[src/hw/rtl/gle_pkg.sv]
// Shared types and constants of the GIF LZW encoder.
// No dependencies.
package gle_pkg;

	localparam int unsigned DEF_TABLE_ENTRIES = 4096;
	localparam int unsigned DEF_MAX_CODE_BITS = 12;

	localparam int unsigned LINK_W    = 13;
	localparam int unsigned SYM_W     = 8;
	localparam int unsigned CFG_W     = 4;
	localparam int unsigned CW_W      = 4;
	localparam int unsigned CODE_W    = 13;
	localparam int unsigned BUF_W     = 20;
	localparam int unsigned CNT_W     = 5;
	localparam int unsigned ROOT_SLOTS = 256;
	localparam int unsigned ROOT_AW   = 8;

	localparam logic [LINK_W-1:0] NONE_LINK = '1;
	localparam logic [CFG_W-1:0]  COLOR_MIN = 4'd2;
	localparam logic [CFG_W-1:0]  COLOR_MAX = 4'd8;
	localparam logic [CFG_W-1:0]  COLOR_RESET = 4'd8;

	typedef enum logic [1:0] {
		PUT_NONE,
		PUT_PREFIX,
		PUT_CLEAR,
		PUT_END
	} put_sel_t;

	typedef struct packed {
		logic     accept;
		logic     frame_init;
		logic     rd_fc;
		logic     rd_from_fc;
		logic     rd_from_sib;
		logic     wr_new;
		logic     wr_link;
		logic     link_child;
		put_sel_t put_sel;
		logic     drain;
		logic     final_mode;
		logic     take_found;
		logic     tbl_update;
		logic     frame_done;
	} gle_cmd_t;

	typedef struct packed {
		logic in_frame;
		logic last;
		logic link_none;
		logic sym_match;
		logic sib_none;
		logic nf_ok;
		logic need_clear;
		logic full_byte;
		logic any_bits;
	} gle_status_t;

endpackage

[src/hw/rtl/gle_ctrl.sv]
// Controller: sequences lookup, table update and code output per pixel, and the flush at frame end.
// Depends on gle_pkg; drives gle_dpath.
module gle_ctrl (
	input  logic                 clk,
	input  logic                 arst_n,
	input  logic                 in_valid,
	output logic                 in_ready,
	input  gle_pkg::gle_status_t sts,
	output gle_pkg::gle_cmd_t    cmd
);
	typedef enum logic [3:0] {
		ST_IDLE,
		ST_INIT,
		ST_PUT_CLR,
		ST_DRAIN,
		ST_POST,
		ST_FC_RD,
		ST_FC_CHK,
		ST_WALK,
		ST_FOUND,
		ST_NEW_ENT,
		ST_NEW_LINK,
		ST_PUT_PFX,
		ST_CHK_CLR,
		ST_UPDATE,
		ST_FIN_PFX,
		ST_FIN_END
	} state_t;

	state_t state_q;
	state_t ret_q;
	logic   child_q;
	logic   final_q;

	assign in_ready = (state_q == ST_IDLE);

	always_comb begin
		cmd = '0;
		cmd.put_sel = gle_pkg::PUT_NONE;
		cmd.link_child = child_q;
		cmd.final_mode = final_q;
		case (state_q)
			ST_IDLE:     cmd.accept = in_valid;
			ST_INIT:     cmd.frame_init = 1'b1;
			ST_PUT_CLR:  cmd.put_sel = gle_pkg::PUT_CLEAR;
			ST_DRAIN: begin
				cmd.drain = 1'b1;
				cmd.frame_done = final_q && !sts.any_bits;
			end
			ST_FC_RD:    cmd.rd_fc = 1'b1;
			ST_FC_CHK:   cmd.rd_from_fc = !sts.link_none;
			ST_WALK:     cmd.rd_from_sib = !sts.sym_match && !sts.sib_none;
			ST_FOUND:    cmd.take_found = 1'b1;
			ST_NEW_ENT:  cmd.wr_new = sts.nf_ok;
			ST_NEW_LINK: cmd.wr_link = 1'b1;
			ST_PUT_PFX:  cmd.put_sel = gle_pkg::PUT_PREFIX;
			ST_UPDATE:   cmd.tbl_update = 1'b1;
			ST_FIN_PFX:  cmd.put_sel = gle_pkg::PUT_PREFIX;
			ST_FIN_END:  cmd.put_sel = gle_pkg::PUT_END;
			default:     cmd.accept = 1'b0;
		endcase
	end

	always_ff @(posedge clk or negedge arst_n) begin
		if (!arst_n) begin
			state_q <= ST_IDLE;
			ret_q   <= ST_IDLE;
			child_q <= 1'b0;
			final_q <= 1'b0;
		end else begin
			case (state_q)
				ST_IDLE: begin
					if (in_valid) begin
						state_q <= sts.in_frame ? ST_FC_RD : ST_INIT;
					end
				end
				ST_INIT: begin
					ret_q   <= ST_POST;
					state_q <= ST_PUT_CLR;
				end
				ST_PUT_CLR: state_q <= ST_DRAIN;
				ST_DRAIN: begin
					if (!(final_q ? sts.any_bits : sts.full_byte)) begin
						state_q <= ret_q;
						if (final_q) begin
							final_q <= 1'b0;
						end
					end
				end
				ST_POST:   state_q <= sts.last ? ST_FIN_PFX : ST_IDLE;
				ST_FC_RD:  state_q <= ST_FC_CHK;
				ST_FC_CHK: begin
					if (sts.link_none) begin
						child_q <= 1'b1;
						state_q <= ST_NEW_ENT;
					end else begin
						state_q <= ST_WALK;
					end
				end
				ST_WALK: begin
					if (sts.sym_match) begin
						state_q <= ST_FOUND;
					end else if (sts.sib_none) begin
						child_q <= 1'b0;
						state_q <= ST_NEW_ENT;
					end
				end
				ST_FOUND:    state_q <= ST_POST;
				ST_NEW_ENT:  state_q <= sts.nf_ok ? ST_NEW_LINK : ST_PUT_PFX;
				ST_NEW_LINK: state_q <= ST_PUT_PFX;
				ST_PUT_PFX: begin
					ret_q   <= ST_CHK_CLR;
					state_q <= ST_DRAIN;
				end
				ST_CHK_CLR: begin
					ret_q   <= ST_UPDATE;
					state_q <= sts.need_clear ? ST_PUT_CLR : ST_UPDATE;
				end
				ST_UPDATE: state_q <= ST_POST;
				ST_FIN_PFX: begin
					ret_q   <= ST_FIN_END;
					state_q <= ST_DRAIN;
				end
				ST_FIN_END: begin
					final_q <= 1'b1;
					ret_q   <= ST_IDLE;
					state_q <= ST_DRAIN;
				end
				default: state_q <= ST_IDLE;
			endcase
		end
	end

endmodule

[config.mk]
export PLATFORM = sky130hd
export DESIGN_NAME = gle_ctrl
export DESIGN_NICKNAME = d
export VERILOG_FILES = /design/src/hw/rtl/gle_pkg.sv /design/src/hw/rtl/gle_ctrl.sv
export SDC_FILE = /design/constraint.sdc
export NUM_CORES = 1
export LEC_CHECK = 0
export BUFFER_PORTS_ARGS = -buffer_cell sky130_fd_sc_hd__buf_2
export CORE_ASPECT_RATIO = 0.7
export CORE_UTILIZATION = 24
export CTS_CLUSTER_DIAMETER = 80
export DETAILED_ROUTE_END_ITERATION = 8
export PLACE_DENSITY_LB_ADDON = 0.05
export SLEW_MARGIN = 20
export SYNTH_ARGS = -nofsm -noshare
export SYNTH_HDL_FRONTEND = slang
export SYNTH_SLANG_ARGS = --single-unit
[constraint.sdc]
create_clock -name clk -period 1.7 [get_ports clk]
set_input_delay 0.17 -clock clk [delete_from_list [all_inputs] [get_ports clk]]
set_output_delay 0.17 -clock clk [all_outputs]
set_load 0.01 [all_outputs]
# Word level (Yosys, flattened, before mapping)
# Cells that the tools add are included.
word_totals:
  regBits: 10
  output_inout_bits: 16
op_classes:
  eq_ne: 21
  muxes: 30
  n_reduce_logical: 16
op_table:
  columns: ["op", "count"]
  rows:
  - ["$pmux W4 S12", 1]
  - ["$eq A4 B4 Y1 const B", 8]
  - ["$mux W4", 7]
  - ["$pmux W4 S5", 1]
  - ["$mux W1", 17]
  - ["$eq A4 B3 Y1 const B", 4]
  - ["$ne A2 B2 Y1 const B", 5]
  - ["$eq A4 B2 Y1 const B", 2]
  - ["$pmux W2 S3", 1]
  - ["$reduce_bool A5 Y1", 1]
  - ["$eq A4 B1 Y1 const B", 1]
  - ["$logic_not A1 Y1", 4]
  - ["$logic_not A4 Y1", 1]
  - ["$pmux W1 S2", 2]
  - ["$reduce_and A4 Y1", 1]
  - ["$reduce_bool A2 Y1", 2]
  - ["$reduce_or A2 Y1", 2]
  - ["$reduce_or A4 Y1", 1]
  - ["$mux W3", 1]
  - ["$ne A3 B3 Y1 const B", 1]
  - ["$reduce_and A3 Y1", 1]
  - ["$logic_and A1 B1 Y1", 2]
  - ["$reduce_and A2 Y1", 1]

# Logic depth before layout (Yosys ltp)
# Gate-level depths: netlist of run 1.
logic_depth:
  depth_word: 3
  depth_mapped: 6
  depth_no_buf: 4

# Worst setup path before layout of run 1
# No wires, ideal clock.
synth_timing:
  path_kind: "flip-flop to output port"
  start: "register state_q[0]"
  end: "output port cmd[14] in the netlist's numbering"
  arrival_time_ns: 1.231
  path_slack_ns: 0.299
  path_stages_with_launch: 4
  cell_sequence: "dfrtp_1 buf_2 nor4_2 and2_1"
synth_rtl:
  columns: ["item", "line", "rtl"]
  rows:
  - ["start, declared", "gle_ctrl.sv:30", "state_t state_q;"]
  - ["start signal, assigned", "gle_ctrl.sv:74", "state_q <= sts.in_frame ? ST_FC_RD : ST_INIT;"]
  - ["start signal, assigned", "gle_ctrl.sv:84", "state_q <= ret_q;"]
  - ["start signal, assigned", "gle_ctrl.sv:90", "ST_POST: state_q <= sts.last ? ST_FIN_PFX : ST_IDLE;"]
  - ["end, declared", "gle_ctrl.sv:9", "output gle_pkg::gle_cmd_t cmd"]

==> results of run 1 <==
## layout make-up
type / count / area, um2 / share of cell area, %
multi-input combinational: 87 / 594 / 47.2
tap: 50 / 62.6 / 4.97
timing repair buffer: 45 / 274 / 21.7
sequential: 10 / 255 / 20.3
inverter: 5 / 18.8 / 1.49
clock buffer: 4 / 55.1 / 4.37
## cells by family (layout without fill, tap and decap cells)
family | after synthesis | in the layout | share of synthesized area (%)
mux | 1 | 1 | 1.10
flops | 10 | 10 | 27.6
xor+xnor | 1 | 1 | 0.966
compound gates | 37 | 37 | 30.9
simple gates | 48 | 48 | 29.5
buf+inv | 16 | 54 | 9.93
## worst max path at each step
stage | startpoint | depth (start not counted) | slack [ns] | end
after floorplan | state_q[0]$_DFFE_PN0P_ | 3 | 0.30 | cmd[14]
after global placement | state_q[2]$_DFFE_PN0P_ | 5 | 0.13 | state_q[0]$_DFFE_PN0P_
after CTS | state_q[3]$_DFFE_PN0P_ | 3 | 0.007 | cmd[10]
after detailed placement | state_q[3]$_DFFE_PN0P_ | 4 | 0.14 | state_q[2]$_DFFE_PN0P_
final | state_q[3]$_DFFE_PN0P_ | 3 | 0.05 | cmd[10]
after global routing | state_q[2]$_DFFE_PN0P_ | 4 | -0.004 | cmd[0]
## layout by cell type (no fill, tap or decap), types with 2 or more instances in the layout
master,instances
nor3b_1,3
a21o_1,2
clkbuf_8,4
o31ai_1,2
buf_2,28
a21oi_1,9
buf_4,15
o21ai_1,2
nand2b_1,3
and2_1,2
o21ai_0,4
nand2_1,12
dfrtp_1,6
nor3_1,5
a221o_1,2
inv_1,4
dfrtp_2,4
nor2_1,13
## power by group through the flow
stage / sequential [mW] / clock [mW] / combinational [mW]
2_1_floorplan: 0.408 / 0 / 1.11
3_3_place_gp: 0.510 / 0 / 1.46
3_5_place_dp: 0.510 / 0 / 1.44
4_1_cts: 0.538 / 0.323 / 1.50
5_1_grt: 0.529 / 0.334 / 1.80
6_report: 0.509 / 0.311 / 1.63
## metrics by stage
step,utilization [%],total power [mW]
after floorplan,-,1.52
after global placement,31.4,1.97
after detailed placement,31.4,1.95
after CTS,34.0,2.36
after global routing,35.4,2.66
final,35.4,2.45
## critical path: cells and delay by family, from the launching register on
family | cells | cell delay [ns]
AND/OR/NAND/NOR | 2 | 0.61
flip-flops | 1 | 0.45
buffers and inverters | 1 | 0.17
## what timing repair did
item / in CTS / in global routing
gates resized for setup: 7 / 2
endpoints found under the setup margin: 5 / 6
setup buffers: 0 / 6
hold endpoints to repair: 10 / 0
hold buffers: 1 / 0
pin swaps: 0 / 2
## registers in the layout (all words and copies together) (netlist names)
signal   cells
ret_q        4
final_q      1
state_q      4
child_q      1
## layer usage
layer  routed length, um  vias up  GRT usage [%]  part of all wire (%)
met5                   0        -              0                     0
met4                  10        0           2.78                  0.34
met2                1190       26           20.4                    41
met3                 153        2           4.00                   5.3
li1                    -      483              -                     -
met1                1560      468           23.0                    53
==> flow_metrics.env, run 1 <==
export IMPL_outcome="finished clean"
export IMPL_powerDensity_nw_per_um2=1940
export IMPL_antenna_found_initial=0
export IMPL_syn_inst=113
export IMPL_peakVddDrop_mv=0.610
export IMPL_routed_via_density=4.87
export IMPL_switchingPower_mw=1.10
export IMPL_die_w_um=75.5
export IMPL_report_final_slew_viol_count=0
export IMPL_critPathMaxFanout=6
export IMPL_cp_required_ns=1.53
export IMPL_intPower_mw=1.34
export IMPL_fillers=396
export IMPL_syn_area_per_cell_um2=8.03
export IMPL_grt_pass1_wl_mm=4.24
export IMPL_core_area_um2=3560
export IMPL_wl_mm=2.91
export IMPL_synth_top_cells_by_area="dfrtp_1 (28%), nor2_1 (5.4%), a21oi_1 (5.0%)"
export IMPL_dieArea_um2=4030
export IMPL_die_h_um=53.4
export IMPL_synth_edff_count=0
export IMPL_grt_start_max_net_pins=13
export IMPL_tightest_slew_ns=0.357
export IMPL_critical_path_class="reg2out"
export IMPL_ys_seq_area_share_pct=27.6
export IMPL_synth_cell_types=45
export IMPL_synthTopCellsByCount="nor2_1 (13), nand2_1 (12), dfrtp_1 (10)"
export IMPL_dr_pass1_iters=4
export IMPL_rrSetupSlack_ns=0.12
export IMPL_post_place_cells=190
export IMPL_min_to="state_q[0]$_DFFE_PN0P_"
export IMPL_clock_latency_ns=0.24
export IMPL_synth_async_reset_ratio_pct=100
export IMPL_cts_tree="done"
export IMPL_whs_ns=0.189
export IMPL_fin_cells=201
export IMPL_fin_area_um2=1260
export IMPL_skew_ns=0.0104
export IMPL_synth_seq_cells=10
export IMPL_dp_hpwl_mm=2.14
export IMPL_power_frac_comb_pct=66.5
export IMPL_clk_pin_slew_ns=0.06
export IMPL_hold_viol_final=0
export IMPL_max_cap_violations=0
export IMPL_drtIter0Drc=32
export IMPL_synth_yosys_warnings=0
export IMPL_ff2ff_path_depth=6
export IMPL_syn_num_nets=125
export IMPL_cts_sinks=10
export IMPL_final_nets=164
export IMPL_finalCritPeriodShare_pct=97.1
export IMPL_holdPathStages=2
export IMPL_fmaxAchievable_mhz=606
export IMPL_syn2layout_area_growth_pct=38.9
export IMPL_start_util_pct=25.5
export IMPL_yosysMostFrequentCell="nor2_1"
export IMPL_regToRegStartpoint="state_q[3]$_DFFE_PN0P_"
export IMPL_gp_congestion=0.779
export IMPL_io_buffers=27
export IMPL_setup_viol=0
export IMPL_dpl_cell_area_um2=1120
export IMPL_r2r_end="state_q[2]$_DFFE_PN0P_"
export IMPL_cpMaxStageDelayCell="dfrtp_2"
export IMPL_rsz0062_at_grt="true"
export IMPL_synthFlopType="dfrtp_1"
export IMPL_h_tree_depth=1
export IMPL_grt_overflow=0
export IMPL_antennaDiodeCount=0
export IMPL_detail_route_wl_per_cell_um=14.5
export IMPL_sw_frac_of_total_pct=45.1
export IMPL_arrival_ns=1.48
export IMPL_hold_class="in2reg"
export IMPL_cp_cell_sequence="or3b_4, nor3_1, buf_2"
export IMPL_pre_cts_ws_ns=0.139
export IMPL_p_seq_share_pct=20.8
export IMPL_setup_tns_ns=0
export IMPL_finalCriticalPeriod_ns=1.65
export IMPL_slowest_delay_ns=0.45
export IMPL_drc=0
export IMPL_min_from="in_valid"
export IMPL_fin_ws_ns=0.0501
export IMPL_p_leak_nw=0.568
export IMPL_row_count=18
export IMPL_numCtsBuffers=3
export IMPL_synth_top_cell_by_area="dfrtp_1"
export IMPL_power_frac_clock_pct=12.7
export IMPL_synth_top_area_share_pct=27.6
export IMPL_vias=979
export IMPL_worstSetupEndpointType="output pin"
export IMPL_grt_pass1_vias=806
export IMPL_critical_path_startpoint_type="flip-flop"
export IMPL_track_usage_pct=15.0
export IMPL_syn_area_um2=907
export IMPL_drive_gt1_share_pct=41.7
export IMPL_clockRootBuffer="clkbuf_8"
export IMPL_max_clock_path_buffers=2
export IMPL_ant_nets=0
export IMPL_pin_count=28
export IMPL_maxSlewHeadroom_pct=75.5
No activity file was read; power rests on OpenSTA's default activity.
==> inputs of run 2 (changes only) <==
--- a/config.mk
+++ b/config.mk
@@ -11,6 +11,7 @@
 export CTS_CLUSTER_DIAMETER = 80
 export DETAILED_ROUTE_END_ITERATION = 8
 export PLACE_DENSITY_LB_ADDON = 0.05
+export SETUP_SLACK_MARGIN = 0.1
 export SLEW_MARGIN = 20
 export SYNTH_ARGS = -nofsm -noshare
 export SYNTH_HDL_FRONTEND = slang
==> run 2 against run 1 <==
Maximum frequency is 2.7% higher. Clock-buffer cell count stayed put. Combinational power up 13%. Setup slack better by 0.043 ns. Final area grew 7.8%. Critical path depth is 1 higher. Sequential cell count is the same. Highest routed layer unchanged. Sequential share of layout area decreased by 1.5 points.
==> flow_metrics.env, run 2 (synthesis results as in run 1) <==
export IMPL_rrSetupSlack_ns=0.11
export IMPL_row_count=18
export IMPL_cts_tree="done"
export IMPL_fillers=392
export IMPL_critPathMaxFanout=6
export IMPL_drive_gt1_share_pct=47.2
export IMPL_arrival_ns=1.44
export IMPL_io_buffers=27
export IMPL_multi_input_comb_area_um2=623
export IMPL_tightest_slew_ns=0.316
export IMPL_pre_cts_ws_ns=0.139
export IMPL_fin_ws_ns=0.0929
export IMPL_maxSlewHeadroom_pct=78.8
export IMPL_pin_count=28
export IMPL_peakVddDrop_mv=0.606
export IMPL_routed_via_density=4.84
export IMPL_finalCritPeriodShare_pct=94.5
export IMPL_grt_pass1_vias=890
export IMPL_clk_pin_slew_ns=0.06
export IMPL_fmaxAchievable_mhz=622
export IMPL_setup_viol=0
export IMPL_hold_viol_final=0
export IMPL_dr_pass1_iters=4
export IMPL_numCtsBuffers=3
export IMPL_start_util_pct=25.5
export IMPL_ant_nets=0
export IMPL_reg_top3="ret_q: 4 flops, state_q: 4 flops"
export IMPL_die_w_um=75.5
export IMPL_drtIter0Drc=26
export IMPL_dieArea_um2=4030
export IMPL_mostFrequentLayoutCells="buf_2 (27), buf_4 (22), nor2_1 (13), nand2_1 (11), a21oi_1 (9)"
export IMPL_report_final_slew_viol_count=0
export IMPL_grt_start_max_net_pins=12
export IMPL_skew_ns=0.0116
export IMPL_max_clock_path_buffers=2
export IMPL_max_cap_violations=0
export IMPL_use_met3_pct=4.95
export IMPL_cp_required_ns=1.53
export IMPL_hold_class="in2reg"
export IMPL_seq_area_um2=255
export IMPL_gp_congestion=0.779
export IMPL_rsz0062_at_grt="true"
export IMPL_critical_path_startpoint_type="flip-flop"
export IMPL_critical_path_class="reg2out"
export IMPL_grt_overflow=0
export IMPL_detail_route_wl_per_cell_um=15.0
export IMPL_powerDensity_nw_per_um2=1960
export IMPL_cts_sinks=10
export IMPL_vias=1012
export IMPL_clockRootBuffer="clkbuf_8"
export IMPL_finalCriticalPeriod_ns=1.61
export IMPL_worstSetupEndpointType="output pin"
export IMPL_regToRegStartpoint="state_q[1]$_DFFE_PN0P_"
export IMPL_antenna_found_initial=0
export IMPL_crit_start="state_q[1]$_DFFE_PN0P_"
export IMPL_r2r_end="state_q[2]$_DFFE_PN0P_"
export IMPL_syn2layout_area_growth_pct=49.8
export IMPL_core_area_um2=3560
export IMPL_final_nets=172
export IMPL_setup_tns_ns=0
export IMPL_use_met2_pct=23.5
export IMPL_dp_hpwl_mm=2.14
export IMPL_grt_pass1_wl_mm=4.61
export IMPL_crit_end="cmd[9]"
export IMPL_die_h_um=53.4
export IMPL_final_util_pct=38.2
export IMPL_use_met1_pct=23.1
export IMPL_whs_ns=0.183
export IMPL_h_tree_depth=1
export IMPL_wl_mm=3.13
export IMPL_busiest_layer="met2"
export IMPL_ff2ff_path_depth=5
export IMPL_track_usage_pct=16.2
export IMPL_clock_latency_ns=0.25
export IMPL_outcome="finished clean"
export IMPL_drc=0
export IMPL_antennaDiodeCount=0
export IMPL_final_common_cell="buf_2"
export IMPL_p_leak_nw=0.624
[run 2: worst max-delay path, cell delays in order, from the launching register on]
cell	delay, ns
dfrtp_2	0.46
buf_4	0.16
nand2b_2	0.24
nor3_1	0.17
buf_2	0.15
[run 2: final cells by class]
cell class / instances / share of cell area, %
sequential: 10 / 18.8
tap: 50 / 4.60
multi-input combinational: 87 / 45.9
clock buffer: 4 / 4.05
timing repair buffer: 53 / 25.3
inverter: 5 / 1.38
[run 2: worst min path at each step]
stage | startpoint | endpoint | slack [ns] | cells past startpoint
2_1_floorplan | arst_n | child_q$_DFFE_PN0P_ | -0.13 | 0
3_3_place_gp | arst_n | ret_q[2]$_DFFE_PN0P_ | 0.07 | 1
3_5_place_dp | arst_n | ret_q[2]$_DFFE_PN0P_ | 0.06 | 1
4_1_cts | in_valid | state_q[0]$_DFFE_PN0P_ | 0.18 | 2
5_1_grt | in_valid | state_q[0]$_DFFE_PN0P_ | 0.21 | 2
6_report | in_valid | state_q[0]$_DFFE_PN0P_ | 0.18 | 2
[run 2: power breakdown]
group | switching, mW | internal (mW)
Combinational | 0.925 | 0.912
Sequential | 0.157 | 0.351
Clock | 0.111 | 0.205
[run 2: repair_timing]
| action | CTS | global route |
|---|---|---|
| setup endpoints to repair | 11 | 11 |
| buffers inserted | 6 | 8 |
| endpoints found under the hold margin | 10 | 0 |
| gates resized for setup | 12 | 6 |
| pin swaps | 2 | 6 |
| hold buffers | 1 | 0 |
[run 2: layer usage]
| layer | part of all wire [%] | wire length (um) | vias up |
|---|---|---|---|
| li1 | - | - | 497 |
| met1 | 50 | 1560 | 483 |
| met3 | 6.4 | 199 | 2 |
| met2 | 43 | 1360 | 30 |
| met4 | 0.32 | 10 | 0 |
| met5 | 0 | 0 | - |
[run 2: stage by stage]
step	cells	total power, mW	instance area [um2]
2_1_floorplan	113	1.52	907
3_3_place_gp	190	1.97	1120
3_5_place_dp	190	1.95	1120
4_1_cts	201	2.48	1270
5_1_grt	209	2.86	1360
6_report	209	2.66	1360
